File: src/rtl/efc_pkg.sv
`default_nettype none

package efc_pkg;

  localparam int unsigned PosWidth = 17;
  localparam int unsigned LenWidth = 17;
  localparam int unsigned MacWidth = 48;
  localparam int unsigned IpWidth  = 32;
  localparam int unsigned RepWidth = 32;
  localparam int unsigned NumKinds = 5;

  localparam int unsigned InDataWidth  = 8;
  localparam int unsigned OutDataWidth = 248;
  localparam int unsigned OutUserWidth = 3;

  typedef enum logic [2:0] {
    KindIpv4    = 3'd0,
    KindEth2    = 3'd1,
    KindRaw8023 = 3'd2,
    KindSnap    = 3'd3,
    KindLlc     = 3'd4
  } kind_e;

  localparam logic [15:0] TypeIpv4   = 16'h0800;
  localparam logic [15:0] TypeMaxLen = 16'h05FE;
  localparam logic [15:0] LlcRaw     = 16'hFFFF;
  localparam logic [15:0] LlcSnap    = 16'hAAAA;

  localparam logic [LenWidth-1:0] HeaderLen = 17'd14;
  localparam logic [LenWidth-1:0] IpMinLen  = 17'd34;
  localparam logic [LenWidth-1:0] LlcMinLen = 17'd16;

  localparam logic [PosWidth-1:0] PosSrcMac  = 17'd6;
  localparam logic [PosWidth-1:0] PosType    = 17'd12;
  localparam logic [PosWidth-1:0] PosLlc     = 17'd14;
  localparam logic [PosWidth-1:0] PosIpLen   = 17'd16;
  localparam logic [PosWidth-1:0] PosIpLenE  = 17'd18;
  localparam logic [PosWidth-1:0] PosSrcIp   = 17'd26;
  localparam logic [PosWidth-1:0] PosDstIp   = 17'd30;
  localparam logic [PosWidth-1:0] PosIpEnd   = 17'd34;
  localparam logic [PosWidth-1:0] PosKnownIp = 17'd17;
  localparam logic [PosWidth-1:0] PosKnownE2 = 17'd13;
  localparam logic [PosWidth-1:0] PosKnownLl = 17'd15;

endpackage

`default_nettype wire

File: src/rtl/ethernet_frame_classifier.sv
`default_nettype none

// Classifies a byte stream of back-to-back Ethernet frames. One byte enters per cycle on the
// slave side while the output is not stalled; tlast marks the last byte of the capture. The
// block holds the MACs, type/length, the word at offset 14, the IPv4 total length and IPv4
// addresses of the frame in flight, and on the frame's last byte (or at capture end, flagged
// truncated) it sends one record carrying kind, length, addresses and saturating frame and
// per-kind counts. Each byte passes an input register, one pass of header update and length
// compare, and the frame's record lands in the record register. Both registers stall together
// when the master side holds tready low. No clearing pass follows reset.
module ethernet_frame_classifier #(
  parameter int unsigned COUNTER_WIDTH = 32
) (
  input  wire logic                              clk_i,
  input  wire logic                              rst_ni,
  input  wire logic                              s_axis_tvalid,
  output      logic                              s_axis_tready,
  // [7:0] data_byte
  input  wire logic [efc_pkg::InDataWidth-1:0]   s_axis_tdata,
  input  wire logic                              s_axis_tlast,
  output      logic                              m_axis_tvalid,
  input  wire logic                              m_axis_tready,
  // [16:0] frame_length, [64:17] dest_mac, [112:65] source_mac, [144:113] source_ip,
  // [176:145] dest_ip, [208:177] frame_index, [240:209] kind_count, [241] length_guessed,
  // [242] truncated, [247:243] zero
  output      logic [efc_pkg::OutDataWidth-1:0]  m_axis_tdata,
  // [2:0] frame_kind
  output      logic [efc_pkg::OutUserWidth-1:0]  m_axis_tuser
);
  import efc_pkg::*;

  logic                   in_valid_q;
  logic [7:0]             in_data_q;
  logic                   in_last_q;
  logic                   adv;
  logic                   proc;

  logic [PosWidth-1:0]    pos_q, pos_d;
  logic [MacWidth-1:0]    dmac_q, dmac_n, dmac_d;
  logic [MacWidth-1:0]    smac_q, smac_n, smac_d;
  logic [15:0]            type_q, type_n, type_d;
  logic [15:0]            llc_q, llc_n, llc_d;
  logic [15:0]            iplen_q, iplen_n, iplen_d;
  logic [IpWidth-1:0]     sip_q, sip_n, sip_d;
  logic [IpWidth-1:0]     dip_q, dip_n, dip_d;

  logic [COUNTER_WIDTH-1:0] fc_q, fc_inc;
  logic [COUNTER_WIDTH-1:0] kc_q [NumKinds];
  logic [COUNTER_WIDTH-1:0] kc_sel, kc_inc;
  logic [RepWidth-1:0]      fi_rep, kc_rep;

  kind_e                  kind;
  logic [LenWidth-1:0]    len;
  logic [LenWidth-1:0]    sum_ip, sum_ll;
  logic                   known;
  logic                   done;
  logic                   emit;

  logic                   out_valid_q;
  kind_e                  out_kind_q;
  logic [LenWidth-1:0]    out_len_q;
  logic [MacWidth-1:0]    out_dmac_q, out_smac_q;
  logic [IpWidth-1:0]     out_sip_q, out_dip_q;
  logic [RepWidth-1:0]    out_fi_q, out_kc_q;
  logic                   out_guess_q, out_trunc_q;

  assign adv           = !out_valid_q || m_axis_tready;
  assign s_axis_tready = !in_valid_q || adv;
  assign proc          = in_valid_q && adv;

  always_ff @(posedge clk_i or negedge rst_ni) begin
    if (!rst_ni) begin
      in_valid_q <= 1'b0;
    end else if (s_axis_tready) begin
      in_valid_q <= s_axis_tvalid;
    end
  end

  always_ff @(posedge clk_i) begin
    if (s_axis_tready && s_axis_tvalid) begin
      in_data_q <= s_axis_tdata;
      in_last_q <= s_axis_tlast;
    end
  end

  always_comb begin
    dmac_n  = dmac_q;
    smac_n  = smac_q;
    type_n  = type_q;
    llc_n   = llc_q;
    iplen_n = iplen_q;
    sip_n   = sip_q;
    dip_n   = dip_q;
    if (pos_q < PosSrcMac) begin
      dmac_n = {dmac_q[MacWidth-9:0], in_data_q};
    end else if (pos_q < PosType) begin
      smac_n = {smac_q[MacWidth-9:0], in_data_q};
    end else if (pos_q < PosLlc) begin
      type_n = {type_q[7:0], in_data_q};
    end else if (pos_q < PosIpLen) begin
      llc_n = {llc_q[7:0], in_data_q};
    end else if (pos_q < PosIpLenE) begin
      iplen_n = {iplen_q[7:0], in_data_q};
    end else if (pos_q >= PosSrcIp && pos_q < PosDstIp) begin
      sip_n = {sip_q[IpWidth-9:0], in_data_q};
    end else if (pos_q >= PosDstIp && pos_q < PosIpEnd) begin
      dip_n = {dip_q[IpWidth-9:0], in_data_q};
    end
  end

  assign sum_ip = {1'b0, iplen_n} + HeaderLen;
  assign sum_ll = {1'b0, type_n} + HeaderLen;

  always_comb begin
    if (type_n == TypeIpv4) begin
      kind  = KindIpv4;
      len   = (sum_ip < IpMinLen) ? IpMinLen : sum_ip;
      known = pos_q >= PosKnownIp;
    end else if (type_n > TypeMaxLen) begin
      kind  = KindEth2;
      len   = HeaderLen;
      known = pos_q >= PosKnownE2;
    end else begin
      len   = (sum_ll < LlcMinLen) ? LlcMinLen : sum_ll;
      known = pos_q >= PosKnownLl;
      if (llc_n == LlcRaw) begin
        kind = KindRaw8023;
      end else if (llc_n == LlcSnap) begin
        kind = KindSnap;
      end else begin
        kind = KindLlc;
      end
    end
  end

  assign done = known && (({1'b0, pos_q} + 18'd1) >= {1'b0, len});
  assign emit = done || in_last_q;

  assign pos_d  = emit ? '0 : pos_q + 1'b1;
  assign dmac_d  = emit ? '0 : dmac_n;
  assign smac_d  = emit ? '0 : smac_n;
  assign type_d  = emit ? '0 : type_n;
  assign llc_d   = emit ? '0 : llc_n;
  assign iplen_d = emit ? '0 : iplen_n;
  assign sip_d   = emit ? '0 : sip_n;
  assign dip_d   = emit ? '0 : dip_n;

  assign kc_sel = kc_q[kind];
  assign fc_inc = (&fc_q) ? fc_q : fc_q + 1'b1;
  assign kc_inc = (&kc_sel) ? kc_sel : kc_sel + 1'b1;

  if (COUNTER_WIDTH > RepWidth) begin : g_rep_wide
    assign fi_rep = (|fc_inc[COUNTER_WIDTH-1:RepWidth]) ? '1 : fc_inc[RepWidth-1:0];
    assign kc_rep = (|kc_inc[COUNTER_WIDTH-1:RepWidth]) ? '1 : kc_inc[RepWidth-1:0];
  end else begin : g_rep_narrow
    assign fi_rep = RepWidth'(fc_inc);
    assign kc_rep = RepWidth'(kc_inc);
  end

  always_ff @(posedge clk_i or negedge rst_ni) begin
    if (!rst_ni) begin
      pos_q   <= '0;
      dmac_q  <= '0;
      smac_q  <= '0;
      type_q  <= '0;
      llc_q   <= '0;
      iplen_q <= '0;
      sip_q   <= '0;
      dip_q   <= '0;
      fc_q    <= '0;
      for (int k = 0; k < NumKinds; k++) begin
        kc_q[k] <= '0;
      end
    end else if (proc) begin
      pos_q   <= pos_d;
      dmac_q  <= dmac_d;
      smac_q  <= smac_d;
      type_q  <= type_d;
      llc_q   <= llc_d;
      iplen_q <= iplen_d;
      sip_q   <= sip_d;
      dip_q   <= dip_d;
      if (emit) begin
        fc_q       <= fc_inc;
        kc_q[kind] <= kc_inc;
      end
    end
  end

  always_ff @(posedge clk_i or negedge rst_ni) begin
    if (!rst_ni) begin
      out_valid_q <= 1'b0;
    end else if (adv) begin
      out_valid_q <= proc && emit;
    end
  end

  always_ff @(posedge clk_i) begin
    if (proc && emit) begin
      out_kind_q  <= kind;
      out_len_q   <= len;
      out_dmac_q  <= dmac_n;
      out_smac_q  <= smac_n;
      out_sip_q   <= (kind == KindIpv4) ? sip_n : '0;
      out_dip_q   <= (kind == KindIpv4) ? dip_n : '0;
      out_fi_q    <= fi_rep;
      out_kc_q    <= kc_rep;
      out_guess_q <= (kind == KindEth2);
      out_trunc_q <= !done;
    end
  end

  assign m_axis_tvalid = out_valid_q;
  assign m_axis_tuser  = out_kind_q;
  assign m_axis_tdata  = {5'd0, out_trunc_q, out_guess_q, out_kc_q, out_fi_q, out_dip_q,
                          out_sip_q, out_smac_q, out_dmac_q, out_len_q};

  a_ipv4_min_len: assert property (@(posedge clk_i) disable iff (!rst_ni)
    (out_valid_q && out_kind_q == KindIpv4) |-> (out_len_q >= IpMinLen))
    else $error("IPv4 record shorter than its header");

  a_guess_eth2: assert property (@(posedge clk_i) disable iff (!rst_ni)
    out_valid_q |-> (out_guess_q == (out_kind_q == KindEth2)))
    else $error("length guess flag does not match kind");

  a_kind_le_total: assert property (@(posedge clk_i) disable iff (!rst_ni)
    out_valid_q |-> (out_kc_q <= out_fi_q))
    else $error("kind count exceeds frame count");

  a_ip_zero: assert property (@(posedge clk_i) disable iff (!rst_ni)
    (out_valid_q && out_kind_q != KindIpv4) |-> (out_sip_q == '0 && out_dip_q == '0))
    else $error("IP addresses reported for non-IPv4 frame");

endmodule

`default_nettype wire
File: config.mk
export PLATFORM = sky130hd
export DESIGN_NAME = ethernet_frame_classifier
export DESIGN_NICKNAME = d
export VERILOG_FILES = /design/src/rtl/efc_pkg.sv /design/src/rtl/ethernet_frame_classifier.sv
export SDC_FILE = /design/constraint.sdc
export NUM_CORES = 1
export LEC_CHECK = 0
export BUFFER_PORTS_ARGS = -buffer_cell sky130_fd_sc_hd__buf_2
export CORE_MARGIN = 3
export CORE_UTILIZATION = 47
export DETAILED_ROUTE_END_ITERATION = 12
export MAX_ROUTING_LAYER = met4
export PLACE_DENSITY = 0.69
export SETUP_SLACK_MARGIN = 0.4
export SLEW_MARGIN = 20
export SYNTH_ARGS = -nofsm -noshare
export SYNTH_HDL_FRONTEND = slang
export SYNTH_SLANG_ARGS = --single-unit
File: constraint.sdc
create_clock -name clk_i -period 26.2 [get_ports clk_i]
set_clock_uncertainty 0.1 [all_clocks]
set_input_delay 7.86 -clock clk_i [delete_from_list [all_inputs] [get_ports clk_i]]
set_output_delay 7.86 -clock clk_i [all_outputs]
set_load 0.01 [all_outputs]
# == Word-level counts from Yosys, hierarchy flattened ==
# Index checks and enable logic that the tools add are counted.
# W data, S select, Z words.
# word_totals
rom_bits,0
latchBits,0
n_memories,0
elab_cells,128
regBits,674
mem_bits_rw,0
output_inout_bits,253
# classes
mux,54
n_shift,0
n_reduce_logical,17
magnitude_cmp,18
n_div,0
bitwise,1
n_addsub,6
mul,0
n_eq_ne,4
# op_table
op,count
$mux W32,20
$mux W16,15
$mux W48,5
$bwmux W160,1
$bmux W32 S3,1
$demux W32 S3,1
$mux W17,5
$lt A17 B5 Y1 const B,4
$add A32 B1 Y32 const B,2
$reduce_and A32 Y1,2
$ge A17 B5 Y1 const B,3
$add A16 B4 Y17 const B,2
$ge A17 B4 Y1 const B,2
$lt A17 B4 Y1 const B,2
$lt A17 B6 Y1 const B,2
$eq A16 B16 Y1 const B,2
$add A17 B1 Y18 const B,1
$ge A18 B17 Y1,1
$add A17 B1 Y17 const B,1
$lt A17 B3 Y1 const B,1
$eq A16 B12 Y1 const B,1
$gt A16 B11 Y1 const B,1
$mux W3,4
$logic_and A1 B1 Y1,7
9 further kinds,14

# == Depth between registers and ports, before layout ==
# depth
ltp_word,17
ltp_mapped,35
mapped_depth_nobuf,30

# == Worst setup path after synthesis ==
# Ideal clock, no wire load.
# synth_timing
path_type,input to register
startpoint,input m_axis_tready
endpoint,register fc_q[10]
path_stages,8
setup_time_ps,113
path_slack_ps,9743
arrival_time_ps,16244
path_cell_list,nand2b_1 -> and2_1 -> nand2_1 -> inv_1 -> clkbuf_1 -> buf_1 -> nand2_1 -> xnor2_1
# synth_between
elab_chain_cells,3
# synth_rtl
element,line_no,source
"start, declared",ethernet_frame_classifier.sv:22,"input wire logic m_axis_tready,"
$logic_or A1 B1 Y1,ethernet_frame_classifier.sv:67,assign adv = !out_valid_q || m_axis_tready;
$logic_and A1 B1 Y1,ethernet_frame_classifier.sv:69,assign proc = in_valid_q && adv;
$reduce_and A2 Y1 (no source line),n/a,
"end signal, assigned",ethernet_frame_classifier.sv:184,fc_q <= fc_inc;
"end, declared",ethernet_frame_classifier.sv:47,"logic [COUNTER_WIDTH-1:0] fc_q, fc_inc;"
# No other way between the ends.
# A chain may end at the register's enable or synchronous reset.

# == Final worst setup path ==
# layout_timing
startpoint,input m_axis_tready
endpoint,output s_axis_tready
# layout_between
elab_chain_cells,2
# layout_rtl
element,line_no,source
$logic_or A1 B1 Y1,ethernet_frame_classifier.sv:67,
$logic_or A1 B1 Y1,ethernet_frame_classifier.sv:68,assign s_axis_tready = !in_valid_q || adv;
"end, declared",ethernet_frame_classifier.sv:17,"output logic s_axis_tready,"
# No other way between the ends.

==> results.yml <==
yosys:
  synth_top_family_by_area: "simple AND/OR/NAND/NOR gates"
  synth-seq-cells: 674
  synth.avg_cell_area_um2: 10.75
  synth-adder-area-share_pct: 0.9667
  yosys.area_share.simple_pct: 14.07
  synth_mux_area_share_pct: 5.921
  yosys-top-cells-count: "604 x nand2_1, 419 x dfrtp_1, 255 x edfxtp_1"
  synth_top_area_cell: "dfrtp_1"
  yosys_warnings: 0
  async_flop_share_pct: 62.17
  synthFlopType: "dfrtp_1"
  synth_cell_types: 83
  syn_inst: 2890
  synthTopCellsByArea: "dfrtp_1 34%, edfxtp_1 25%, nand2_1 7.3%"
  synth_edf_count: 255
  synth_compound_area_share_pct: 13.70
  synth.most_common_cell: "nand2_1"
  synth_area_um2: 31060
  seq_area_frac_synth_pct: 58.41
  synthXorXnorAreaFrac_pct: 3.823
  synth_top_area_share_pct: 33.75
route:
  viasPerCell: 5.906
  num_vias: 23610
  drtAntennaViolNets: 0
  drc_errors: 0
  drt_wl_total_um: 84990
  drt_iter0_drc: 2312
  first_pass_iters: 6
  wl_per_cell_um: 21.26
clock_tree:
  htree_levels: 3
  post_cts_buffers: 0
  cts_resized: 0
  clock_path_buffers: 3
  cts_sinks: 674
  hold_buffers: 0
  cts_made_buffers: 74
  worstSkewPairLatency_ps: 630
  path_clk_slew_ps: 70
  cts_tree: "built"
  cts_root_buffer: "clkbuf_16"
global_routing:
  antenna_found_initial: 0
  grt_use_total_pct: 24.73
  grt_max_degree: 162
  grt_overflow_total: 0
  grt_pass1_vias: 23380
  grt_pass1_wl_um: 133500
layout:
  syn_to_final_growth_pct: 14.32
  nFillCells: 5583
  fin_nets: 3121
  multi_input_comb_area_um2: 12030
  instances_no_fill: 3998
  drive_gt1_share_pct: 18.65
  fin_util_pct: 54.69
  regArea_um2: 18140
floorplanning:
  start_util_pct: 47.84
  rows: 93
  die_area_um2: 69210
  fp.dieW_um: 263.1
  die-height_um: 263.1
  core_region_area_um2: 64930
  ios: 266
power:
  power_uw: 2432
  leakagePower_uw: 0.01483
  power.density_nw_per_um2: 68.50
  ir_worst_vdd_v: 0.00005061
sta:
  setup_viol: 0
  worst_pin_slew_ps: 1092
  fin_crit_ps: 16300
  setup-tns-final_ps: 0
  max_freq_ghz: 0.06135
  timing.final.crit_share_pct: 62.22
  rsz0062_at_grt: "false"
  slew_violations: 0
  slew_headroom_pct: 25.11
  setup_ws_ps: 9899
  hold_viol: 0
place:
  hpwl_um: 54240
  dp_slack_ps: 9906
  dp.cells: 3863
  port_buffers: 260
  gp_congestion: 0.9270
setup_path:
  r2r_slack_ps: 15830
  cp.arrival_ps: 8340
  critPathMaxStageDelay_ps: 200
  start_kind: "primary input"
  path_cells: "buf_2 -> nand3b_1 -> buf_2"
  worstSetupEndpointType: "output port"
  path_class: "in2out"
  cp_max_fo: 3
  crit_top_cell: "buf_2"
  crit_slowest_cell: "nand3b_1"
  crit_required_ps: 18240
status:
  status: "complete, no violations"
flow_run:
  drv_cap: 0
worst_hold_path:
  hp-class: "reg2reg"
cells in the final DEF, fill, tap and decap left out, drive strengths merged, types with 42 or more instances in the layout:
| cell type | count |
|---|---|
| nor2 | 98 |
| a21oi | 115 |
| mux2i | 42 |
| clkbuf | 101 |
| a22o | 74 |
| xnor2 | 75 |
| o21ai | 300 |
| mux2 | 126 |
| nand3 | 72 |
| and3 | 42 |
| buf | 303 |
| edfxtp | 255 |
| nand2 | 604 |
| dfrtp | 419 |
| xor2 | 58 |
| inv | 59 |
flip-flops by register name (all words and copies together) (netlist names):
name           count
out_fi_q          32
fc_q              32
out_len_q         17
dip_q             32
kc_q             160
sip_q             32
iplen_q           16
out_dip_q         32
out_trunc_q        1
pos_q             17
type_q            16
in_valid_q         1
out_sip_q         32
llc_q             16
out_kc_q          32
out_guess_q        1
m_axis_tuser       3
m_axis_tvalid      1
out_smac_q        48
dmac_q            48
in_data_q          8
in_last_q          1
out_dmac_q        48
smac_q            48
kinds of logic (layout without fill, tap and decap cells):
kind of cell	after synthesis	count (layout)
buf+inv	245	493
flops	674	674
simple gates	971	971
mux	168	168
xor+xnor	133	133
fa+ha+maj	24	24
other cells	1	6
compound gates	674	674
where the power goes:
| group | total (uW) | internal, uW | switching [uW] |
|---|---|---|---|
| registers | 1180 | 1150 | 27.6 |
| clock network | 1020 | 593 | 431 |
| logic | 229 | 70.2 | 159 |
final timing paths:
kind                                       to  depth (start not counted)     startpoint
min in group asynchronous            fc_q[28]                          1         rst_ni
worst max register to register       fc_q[20]                         27       pos_q[1]
worst min register to register      kc_q[127]                          1      kc_q[127]
worst max-delay path            s_axis_tready                          3  m_axis_tready
max in group asynchronous           kc_q[141]                          3         rst_ni
worst min-delay path                kc_q[127]                          1      kc_q[127]
worst max-delay path, delay by kind of cell:
kind	cells	cell delay [ps]
AND/OR/NAND/NOR	1	200
buffers and inverters	2	280
metal layers:
layer	vias up	global-route usage (%)	part of all wire (%)
met1	11750	32.90	42
met3	190	4.299	7.0
met2	976	38.42	47
met4	0	8.821	3.0
li1	10700	-	-
met5	-	-	0
stage by stage:
step	hold WS, ps	area, um^2
3_3_place_gp	351.7	33100
5_1_grt	392.8	35510
4_1_cts	364.7	35510
2_1_floorplan	335.5	31080
3_5_place_dp	354.7	33110
6_report	362.0	35510
cell type report:
cell class | count | area share (%)
clock buffer | 101 | 5.877
antenna | 1 | 0.007047
multi-input combinational | 1975 | 33.87
tap | 855 | 3.012
sequential | 674 | 51.09
inverter | 56 | 0.6131
timing repair buffer | 303 | 4.637
clock inverter | 33 | 0.8914
Power figures use the tool's default switching activity.
